[config.mk]
export PLATFORM = sky130hd
export DESIGN_NAME = fixed_pool_slot_allocator
export DESIGN_NICKNAME = d
export VERILOG_FILES = /design/src/design/fsa_pkg.sv /design/src/design/fixed_pool_slot_allocator.sv /design/src/design/fsa_cell.sv /design/src/design/fsa_pool.sv
export SDC_FILE = /design/constraint.sdc
export NUM_CORES = 1
export LEC_CHECK = 0
export ABC_AREA = 1
export BUFFER_PORTS_ARGS = -buffer_cell sky130_fd_sc_hd__buf_2
export CORE_AREA = 2 2 167 169
export DETAILED_ROUTE_END_ITERATION = 12
export DIE_AREA = 0 0 169 171
export GPL_TIMING_DRIVEN = 0
export PLACE_DENSITY_LB_ADDON = 0.12
export SYNTH_ARGS = -nofsm -noshare
export SYNTH_HDL_FRONTEND = slang
export SYNTH_SLANG_ARGS = --single-unit
[constraint.sdc]
create_clock -name clk -period 3.1 [get_ports clk]
set_input_delay 0.62 -clock clk [delete_from_list [all_inputs] [get_ports clk]]
set_output_delay 0.62 -clock clk [all_outputs]
set_load 0.005 [all_outputs]
[src/design/fsa_pkg.sv]
package fsa_pkg;

  // Slot indices travel on the ports as four bits.
  localparam int unsigned SLOT_W     = 4;
  localparam int unsigned SLOT_RANGE = 1 << SLOT_W;
  localparam int unsigned POOL_COUNT = 3;

  typedef enum logic {
    OP_ALLOC = 1'b0,
    OP_FREE  = 1'b1
  } op_t;

  typedef enum logic [1:0] {
    POOL_SQUARE  = 2'd0,
    POOL_VECTOR  = 2'd1,
    POOL_FORM    = 2'd2,
    POOL_INVALID = 2'd3
  } pool_id_t;

  typedef enum logic [2:0] {
    ST_OK            = 3'd0,
    ST_UNKNOWN_POOL  = 3'd1,
    ST_POOL_EMPTY    = 3'd2,
    ST_OUT_OF_RANGE  = 3'd3,
    ST_NOT_ALLOCATED = 3'd4
  } status_t;

  // One free-list entry: the low bits of the slot index and a flag for
  // indices that do not fit the port field (never marked, never freed).
  typedef struct packed {
    logic              hi;
    logic [SLOT_W-1:0] idx;
  } entry_t;

  // Shift control shared by every cell of one stack.
  typedef struct packed {
    logic push;
    logic pop;
  } cell_ctl_t;

  // Request from the top level to one pool.
  typedef struct packed {
    cell_ctl_t         ctl;
    logic [SLOT_W-1:0] slot;
  } pool_req_t;

  // What one pool reports about the current request.
  typedef struct packed {
    logic   empty;
    logic   in_range;
    logic   marked;
    entry_t top;
  } pool_stat_t;

endpackage

[src/design/fixed_pool_slot_allocator.sv]
// Allocator for three pools of fixed-size slots: square matrices, column
// vectors and quadratic forms. Each pool keeps a last-in-first-out list of
// free slot indices, held as a row of shift cells with the top at cell 0.
//
// Requests arrive on the in_ stream, one item per request. An allocate pops
// the top free index of the named pool and returns it in granted_slot; a
// free checks the slot's allocated mark, clears it and pushes the index
// back. Every request yields exactly one result item on the out_ stream
// with a status code; failed requests change no state.
//
// The result of an accepted item is registered and presented in the cycle
// after it is accepted. Throughput is one item per cycle while the
// receiver takes each result; the cell row shifts once per push or pop.
//
// The result sits in an output register. When the receiver stalls, that
// register holds its item and in_tready drops until it is taken; a new
// item is taken in the same cycle the old result leaves.
//
// Reset (rst_n low, synchronous) refills every pool, clears all allocated
// marks and empties the output register; no clearing pass is needed.
module fixed_pool_slot_allocator #(
  parameter int unsigned SQUARE_POOL_SLOTS = 16,
  parameter int unsigned VECTOR_POOL_SLOTS = 16,
  parameter int unsigned FORM_POOL_SLOTS   = 16
) (
  input  logic       clk,
  input  logic       rst_n,
  input  logic       in_tvalid,
  output logic       in_tready,
  // [0] opcode, [2:1] pool_type, [6:3] slot_index, [7] clear_request
  input  logic [7:0] in_tdata,
  output logic       out_tvalid,
  input  logic       out_tready,
  // [3:0] granted_slot, [6:4] status, [7] clear_slot
  output logic [7:0] out_tdata
);
  import fsa_pkg::*;

  localparam int unsigned POOL_SLOTS [POOL_COUNT] =
    '{SQUARE_POOL_SLOTS, VECTOR_POOL_SLOTS, FORM_POOL_SLOTS};

  // Request fields.
  op_t               op;
  pool_id_t          pool;
  logic [SLOT_W-1:0] slot;
  logic              clr_req;
  logic              accept;

  pool_req_t  reqs  [POOL_COUNT];
  pool_stat_t stats [POOL_COUNT];
  pool_stat_t sel;

  // Result of the current request.
  logic [SLOT_W-1:0] granted;
  status_t           status;
  logic              clr_out;

  logic       out_valid_r;
  logic       out_valid_nxt;
  logic [7:0] out_data_r;
  logic [7:0] out_data_nxt;

  assign op      = op_t'(in_tdata[0]);
  assign pool    = pool_id_t'(in_tdata[2:1]);
  assign slot    = in_tdata[6:3];
  assign clr_req = in_tdata[7];

  // The output register frees up in the cycle its item is taken.
  assign in_tready = !out_valid_r || out_tready;
  assign accept    = in_tvalid && in_tready;

  for (genvar p = 0; p < POOL_COUNT; p++) begin : g_pool
    logic hit;
    assign hit = accept && (pool == pool_id_t'(p));

    assign reqs[p].slot     = slot;
    assign reqs[p].ctl.pop  = hit && (op == OP_ALLOC) && !stats[p].empty;
    assign reqs[p].ctl.push = hit && (op == OP_FREE) && stats[p].in_range
                              && stats[p].marked;

    fsa_pool #(.SLOTS(POOL_SLOTS[p])) u_pool (
      .clk   (clk),
      .rst_n (rst_n),
      .req   (reqs[p]),
      .stat  (stats[p])
    );
  end

  always_comb begin
    case (pool)
      POOL_SQUARE: sel = stats[0];
      POOL_VECTOR: sel = stats[1];
      POOL_FORM:   sel = stats[2];
      default:     sel = '0;
    endcase
  end

  // Decide the result; failed requests grant nothing and never ask for a
  // zero fill.
  always_comb begin
    granted = '0;
    status  = ST_OK;
    clr_out = 1'b0;
    if (pool == POOL_INVALID) begin
      status = ST_UNKNOWN_POOL;
    end else if (op == OP_ALLOC) begin
      if (sel.empty) begin
        status = ST_POOL_EMPTY;
      end else begin
        granted = sel.top.idx;
        clr_out = clr_req;
      end
    end else begin
      if (!sel.in_range) begin
        status = ST_OUT_OF_RANGE;
      end else if (!sel.marked) begin
        status = ST_NOT_ALLOCATED;
      end
    end
  end

  always_comb begin
    out_valid_nxt = out_valid_r;
    out_data_nxt  = out_data_r;
    if (accept) begin
      out_valid_nxt = 1'b1;
      out_data_nxt  = {clr_out, status, granted};
    end else if (out_tready) begin
      out_valid_nxt = 1'b0;
    end
  end

  always_ff @(posedge clk) begin
    if (!rst_n) begin
      out_valid_r <= 1'b0;
    end else begin
      out_valid_r <= out_valid_nxt;
    end
  end

  always_ff @(posedge clk) begin
    out_data_r <= out_data_nxt;
  end

  assign out_tvalid = out_valid_r;
  assign out_tdata  = out_data_r;

endmodule

[src/design/fsa_cell.sv]
module fsa_cell #(
  parameter fsa_pkg::entry_t INIT = '0
) (
  input  logic               clk,
  input  logic               rst_n,
  input  fsa_pkg::cell_ctl_t ctl,
  input  fsa_pkg::entry_t    above_in,
  input  fsa_pkg::entry_t    below_in,
  output fsa_pkg::entry_t    value
);
  import fsa_pkg::*;

  entry_t value_r;
  entry_t value_nxt;

  // A push moves every entry one place away from the top, a pop one place
  // toward it.
  always_comb begin
    value_nxt = value_r;
    if (ctl.push) begin
      value_nxt = above_in;
    end else if (ctl.pop) begin
      value_nxt = below_in;
    end
  end

  always_ff @(posedge clk) begin
    if (!rst_n) begin
      value_r <= INIT;
    end else begin
      value_r <= value_nxt;
    end
  end

  assign value = value_r;

endmodule

[src/design/fsa_pool.sv]
module fsa_pool #(
  parameter int unsigned SLOTS = 16
) (
  input  logic                clk,
  input  logic                rst_n,
  input  fsa_pkg::pool_req_t  req,
  output fsa_pkg::pool_stat_t stat
);
  import fsa_pkg::*;

  localparam int unsigned CW = $clog2(SLOTS + 1);

  entry_t                chain [SLOTS];
  entry_t                push_entry;
  logic [CW-1:0]         count_r;
  logic [CW-1:0]         count_nxt;
  logic [SLOT_RANGE-1:0] marks_r;
  logic [SLOT_RANGE-1:0] marks_nxt;

  assign push_entry = '{hi: 1'b0, idx: req.slot};

  // Cell 0 is the top of the stack. Cell k resets to index SLOTS-1-k, so
  // the whole pool is free and the highest index is on top.
  for (genvar k = 0; k < SLOTS; k++) begin : g_cell
    localparam int unsigned VAL = SLOTS - 1 - k;
    localparam entry_t INIT_E = '{hi: (VAL >= SLOT_RANGE), idx: SLOT_W'(VAL)};
    entry_t above;
    entry_t below;

    if (k == 0) begin : g_top
      assign above = push_entry;
    end else begin : g_mid
      assign above = chain[k-1];
    end
    if (k == SLOTS - 1) begin : g_bottom
      assign below = '0;
    end else begin : g_inner
      assign below = chain[k+1];
    end

    fsa_cell #(.INIT(INIT_E)) u_cell (
      .clk      (clk),
      .rst_n    (rst_n),
      .ctl      (req.ctl),
      .above_in (above),
      .below_in (below),
      .value    (chain[k])
    );
  end

  always_comb begin
    count_nxt = count_r;
    marks_nxt = marks_r;
    if (req.ctl.pop) begin
      count_nxt = count_r - CW'(1);
      if (!chain[0].hi) begin
        marks_nxt[chain[0].idx] = 1'b1;
      end
    end else if (req.ctl.push) begin
      count_nxt = count_r + CW'(1);
      marks_nxt[req.slot] = 1'b0;
    end
  end

  always_ff @(posedge clk) begin
    if (!rst_n) begin
      count_r <= CW'(SLOTS);
      marks_r <= '0;
    end else begin
      count_r <= count_nxt;
      marks_r <= marks_nxt;
    end
  end

  assign stat.empty    = (count_r == '0);
  assign stat.in_range = (SLOTS >= SLOT_RANGE) ? 1'b1 : (req.slot < SLOT_W'(SLOTS));
  assign stat.marked   = marks_r[req.slot];
  assign stat.top      = chain[0];

endmodule

== Word level (Yosys, flattened, before mapping) ==
Index checks and enable logic that the tools add are counted.

* $add $sub $neg: 6
* Multiply operators: 0
* Div/mod/pow operators: 0
* $lt $le $gt $ge: 8
* Equal/unequal tests: 6
* Shift-type cells: 0
* Muxes and demuxes: 132
* Bitwise logic cells: 9
* Reductions and logical operators: 40

{| class="wikitable"
|+ Operators by type and width
! operator !! count
|-
| 5-bit 2-to-1 mux || 96
|-
| 16-bit 2-to-1 mux || 9
|-
| 16-bit bitwise AND || 3
|-
| 16-bit bitwise OR || 3
|-
| 4-bit 2-to-1 mux || 6
|-
| 8-bit case mux with 3 select lines || 1
|-
| 1-bit logical AND || 20
|-
| 4-bit by 5-bit less-than comparator with 1-bit output (second input constant) || 4
|-
| 1-bit demux with 4-bit select || 4
|-
| 4-bit by 1-bit greater-or-equal comparator with 1-bit output (second input constant) || 4
|-
| 16-bit NOT || 1
|-
| 5-bit by 1-bit adder with 5-bit output (second input constant) || 3
|-
| 5-bit logical NOT || 3
|-
| 5-bit by 1-bit subtractor with 5-bit output (second input constant) || 3
|-
| 1-bit binary-select mux with 4-bit select || 3
|-
| 1-bit 2-to-1 mux || 9
|-
| 3-bit 2-to-1 mux || 3
|-
| 2-bit nonzero test || 4
|-
| 2-bit inequality test (second input constant) || 3
|-
| 2-bit AND reduction || 3
|-
| 2-bit OR reduction || 3
|-
| 2-bit == test (second input constant) || 2
|-
| 1-bit logical NOT || 4
|-
| 3-bit OR reduction || 1
|-
| other kinds (5) || 6
|}

* Register bits: 312
* Latch bits: 0
* RAM bits: 0
* ROM bits: 0
* Input port bits: 12
* Output and inout port bits: 10
* Memories: 0

== Longest topological paths before layout ==
* Depth after elaboration: 8
* Gate-level depth with buffers: 17

== Modules after synthesis ==
From an unflattened synthesis, not the netlist that was laid out.

* Cells, all modules: 2434
* Area, all modules: 16129.2 µm²

{| class="wikitable"
|+ Modules (own cells, without submodules)
! module !! instances !! cells each !! area an instance (µm²)
|-
| fsa_cell (g_pool[0].u_pool.g_cell[10].u_cell ...) || 18 || 36 || 244.0
|-
| fsa_cell (g_pool[0].u_pool.g_cell[1].u_cell ...) || 12 || 34 || 236.5
|-
| fsa_cell (g_pool[0].u_pool.g_cell[11].u_cell ...) || 12 || 35 || 234.0
|-
| fsa_pool (g_pool[0].u_pool) || 1 || 228 || 1371.3
|-
| fsa_pool (g_pool[2].u_pool) || 1 || 219 || 1370.1
|-
| fsa_pool (g_pool[1].u_pool) || 1 || 228 || 1367.6
|-
| fsa_cell (g_pool[0].u_pool.g_cell[15].u_cell ...) || 3 || 37 || 240.2
|-
| fsa_cell (g_pool[0].u_pool.g_cell[0].u_cell ...) || 3 || 32 || 229.0
|-
| fixed_pool_slot_allocator || 1 || 76 || 575.6
|}

== Least setup slack after synthesis ==
No wires, ideal clock.

* Kind: input-to-reg
* Start point: input port in_tdata[2]
* End point: register g_pool[0].u_pool.count_r[4]
* Arrival: 2.422 ns
* Data required time: 2.988 ns
* Slack: 0.566 ns
* Cell stages on the path: 15
* Cell sequence: nor2_2 > nand3_1 > nor2_1 > buf_2 > buf_2 > clkbuf_1 > ha_1 > nand3_1 > nand2_1 > inv_1 > o21ai_0 > nand2_1 > nand2_1 > nand2_1 > nand2_1

{| class="wikitable"
|+ RTL lines
! item !! RTL line !! text
|-
| start, declared || fixed_pool_slot_allocator.sv:31 || <nowiki>input logic [7:0] in_tdata,</nowiki>
|-
| end signal, assigned || fsa_pool.sv:67 || <nowiki>count_r <= CW'(SLOTS);</nowiki>
|-
| end signal, assigned || fsa_pool.sv:70 || <nowiki>count_r <= count_nxt;</nowiki>
|-
| end, declared || fsa_pool.sv:15 || <nowiki>logic [CW-1:0] count_r;</nowiki>
|}

== Final worst setup path ==
* Start point: register g_pool[1].u_pool.count_r[2]
* End point: register g_pool[1].u_pool.g_cell[15].u_cell.value_r (netlist bit g_pool[1].u_pool.g_cell[15].u_cell.value[3])

* Longest elaborated chain between the ends: 4

{| class="wikitable"
|+ Ends and longest elaborated chain
! item !! RTL line !! text
|-
| start, declared || fsa_pool.sv:15 ||
|-
| start signal, assigned || fsa_pool.sv:67 ||
|-
| start signal, assigned || fsa_pool.sv:70 ||
|-
| 5-bit logical NOT || fsa_pool.sv:75 || <nowiki>assign stat.empty = (count_r == '0);</nowiki>
|-
| 1-bit logical NOT || fixed_pool_slot_allocator.sv:77 || <nowiki>assign reqs[p].ctl.pop = hit && (op == OP_ALLOC) && !stats[p].empty;</nowiki>
|-
| 1-bit logical AND || fixed_pool_slot_allocator.sv:77 ||
|-
| 2-bit nonzero test (no line) || n/a ||
|-
| end signal, assigned || fsa_cell.sv:31 || <nowiki>value_r <= value_nxt;</nowiki>
|-
| end, declared || fsa_cell.sv:13 || <nowiki>entry_t value_r;</nowiki>
|}

No other way between the ends.
A chain may end at the register's enable or synchronous reset.

==> impl_metrics.toml <==
[global_routing]
grt_pass1_vias = 15450
grt_max_degree = 14
grt-ovfl-total = 0
grt_pass1_wl_mm = 81.89
antenna_found_initial = 0
grt_use_total_pct = 35.39

[worst_hold_path]
hold_depth = 3
hold_path.class = "in -> reg"
hold_start = "in_tdata[7]"
hold_end = "out_tdata[7]"

[yosys]
synth_most_common_cell = "nand2_1"
synthCells = 2416
synthesis.nets = 2432
synth_flop_cell = "dfxtp_1"
synthTopCellsByArea = "dfxtp_1 (38%), nand2_1 (19%), nand3_1 (11%)"
synth_edf_count = 8
synth_top_cells_by_count = "nand2_1 (824), nand3_1 (340), dfxtp_1 (304)"
ys_ff_latch = 312
synth_top_area_share_pct = 38.07
syn-cell-area_um2 = 15990
yosys_warnings = 0
synth_top_area_cell = "dfxtp_1"
seq_area_frac_synth_pct = 39.57
synth_cell_types = 30
synth_area_per_cell_um2 = 6.616
synth-async-reset-ratio_pct = 0

[final_layout]
fill_cells = 2565
fin_nets = 2487
drive_gt1_share_pct = 6.854
area_delta_synth_final_pct = 10.30
fin_cells = 2841
antennaDiodeCount = 0

[detailed_routing]
wl_met2_mm = 23.63
ant_nets = 0
dr.pass1.iters = 6
vias_per_cell = 5.983
drtIter0Drc = 1857
dr.max_layer_used = "met4"
vias = 17000
drc = 0
wl_mm = 52.18
wl_met3_mm = 4.788
wl_per_cell_um = 18.37
route.layer.met1.wl_mm = 22.06

[timing]
finalMaxSlewViolations = 0
timing.fmax_mhz = 379.5
slew_headroom_pct = 33.06
worst-slew-pin-transition_ns = 1.004
fin_crit_ns = 2.635
fin_skew_ns = 0.01013
setup_viol = 0
worst_hold_slack_ns = 0.4209
rsz0062_at_grt = "false"
fin_ws_ns = 0.4653
finalCritPeriodShare_pct = 84.99
setup-tns-final_ns = 0
finalHoldViolCount = 0

[place]
pre_cts_ws_ns = -0.2261
dp_hpwl_mm = 36.42
gp_congestion = 0.9588
port_buffers = 19
placed_cells = 2781

[critical_path]
cp_data_required_time_ns = 3.53
r2r_setup_slack_ns = 0.47
max_stage_delay_ns = 0.55
r2r-end = "g_pool[1].u_pool.g_cell[15].u_cell.value[3]"
reg2regPathDepth = 7
critPathSlowestCell = "clkbuf_1"
crit_fanout = 10
endpoint_kind = "flop"
cp-start-kind = "flop"
cp_cell_sequence = "nor2_1 -> nand3_1 -> nand3_2 -> clkbuf_1 -> clkbuf_1 -> nand3_1 -> a21oi_1"
regToRegStartpoint = "g_pool[1].u_pool.count_r[2]"
crit_arrival_ns = 3.07
crit_type = "reg -> reg"

[clocking]
numCtsBuffers = 35
cts_resized = 0
clock_path_buffers = 3
post_cts_buffers = 0
clock-sinks = 312
cts-root-buf = "clkbuf_16"
cts_max_level = 2
cts_tree = "yes"
clkTransAtPathRegs_ns = 0.07
ctsHoldBuffers = 0
insertion_delay_ns = 0.51

[die]
coreArea_um2 = 27320
initial_core_util_pct = 58.50
die_width_um = 169
die_h_um = 171
row_count = 61
boundaryPins = 22
dieArea_um2 = 28900

[pwr]
p_comb_share_pct = 5.9
power.leakage_uw = 0.007398
ir_drop_uv = 415.9
switching_share_pct = 24.30
p_int_uw = 6674
finalPower_uw = 8816
p_sw_uw = 2142
p_per_area_nw_per_um2 = 500.0
pwr-share-clk_pct = 46.8
power.share.sequential_pct = 47.3

[run_status]
status = "completed"

[run]
cap_violations = 0
==> worst max path at each step <==
stage | from | endpoint | cells after the start
6_report | g_pool[1].u_pool.count_r[2] | g_pool[1].u_pool.g_cell[15].u_cell.value[3] | 7
2_1_floorplan | in_tdata[2] | g_pool[0].u_pool.count_r[4] | 15
5_1_grt | g_pool[0].u_pool.count_r[2] | g_pool[0].u_pool.count_r[4] | 15
3_5_place_dp | in_tdata[2] | g_pool[0].u_pool.count_r[4] | 16
4_1_cts | g_pool[0].u_pool.count_r[2] | g_pool[0].u_pool.count_r[4] | 16
3_3_place_gp | in_tdata[2] | g_pool[0].u_pool.count_r[4] | 16
==> worst max-delay path, delay by kind of cell (launching register included) <==
kind | cells | cell delay (ns)
buffers and inverters | 2 | 1.10
AOI/OAI and AO/OA | 1 | 0.16
DFF | 1 | 0.35
and+or+nand+nor | 4 | 0.93
==> logic make-up after synthesis <==
group                    synth area share, %
flip-flops                             39.57
AND/OR/NAND/NOR                        41.93
AO/OA/AOI/OAI                          9.925
adder cells (fa/ha/maj)               0.3131
buffers and inverters                  7.929
XOR/XNOR                              0.3288
==> per-layer routing <==
layer	vias up	GRT usage (%)
met5	-	0
met4	0	12.41
met3	128	5.806
met2	810	57.29
met1	7929	48.05
li1	8131	-
==> cell usage in the layout, fill, tap and decap left out, types with 2 or more instances in the layout <==
master and instances:
o21ai_0 90, clkbuf_8 8, nor2_2 3, o21ai_1 16
inv_2 6, edfxtp_1 8, ha_1 4, nand3b_1 88
a31oi_1 4, a21oi_1 191, o21bai_1 7, clkinv_2 9
nand2_1 824, xor2_1 3, nor2_1 127, nand2_2 5
bufinv_16 2, buf_6 11, inv_1 92, dfxtp_1 304
xnor2_1 3, clkbuf_1 96, buf_2 72, clkbuf_16 35
nor3_1 4, buf_1 15, nand3_1 340, nand4_1 107
buf_4 15
==> layout make-up <==
cell class | count | area [um2] | share of cell area, %
plain buffers | 184 | 895.9 | 5.081
inverters | 98 | 367.9 | 2.086
clock buffers | 49 | 1008 | 5.720
flip-flops and latches | 312 | 6326 | 35.88
clock inverters | 12 | 113.9 | 0.6458
multi-input cells | 1821 | 8392 | 47.59
well taps | 346 | 432.9 | 2.455
repair buffers | 19 | 95.09 | 0.5393
==> power groups by stage <==
stage | clock network, uW | registers, uW | logic [uW]
after floorplan | 0 | 4230 | 329
after global placement | 0 | 4250 | 500
after detailed placement | 0 | 4250 | 507
after CTS | 4130 | 4170 | 510
after global routing | 4290 | 4180 | 567
final | 4120 | 4170 | 522
==> sequential cells by signal, summed over array words and instances, names as in the netlist <==
register and flops:
out_tvalid 1, g_pool.u_pool.g_cell.u_cell.value 240, g_pool.u_pool.count_r 15, out_tdata 8
g_pool.u_pool.marks_r 48
==> stage by stage <==
stage | util (%) | instance area (um2)
after global routing | 64.53 | 17630
final | 64.53 | 17630
after CTS | 64.54 | 17640
after detailed placement | 60.44 | 16510
after floorplan | - | 15990
after global placement | 60.44 | 16510
No activity file was read; power rests on OpenSTA's default activity.
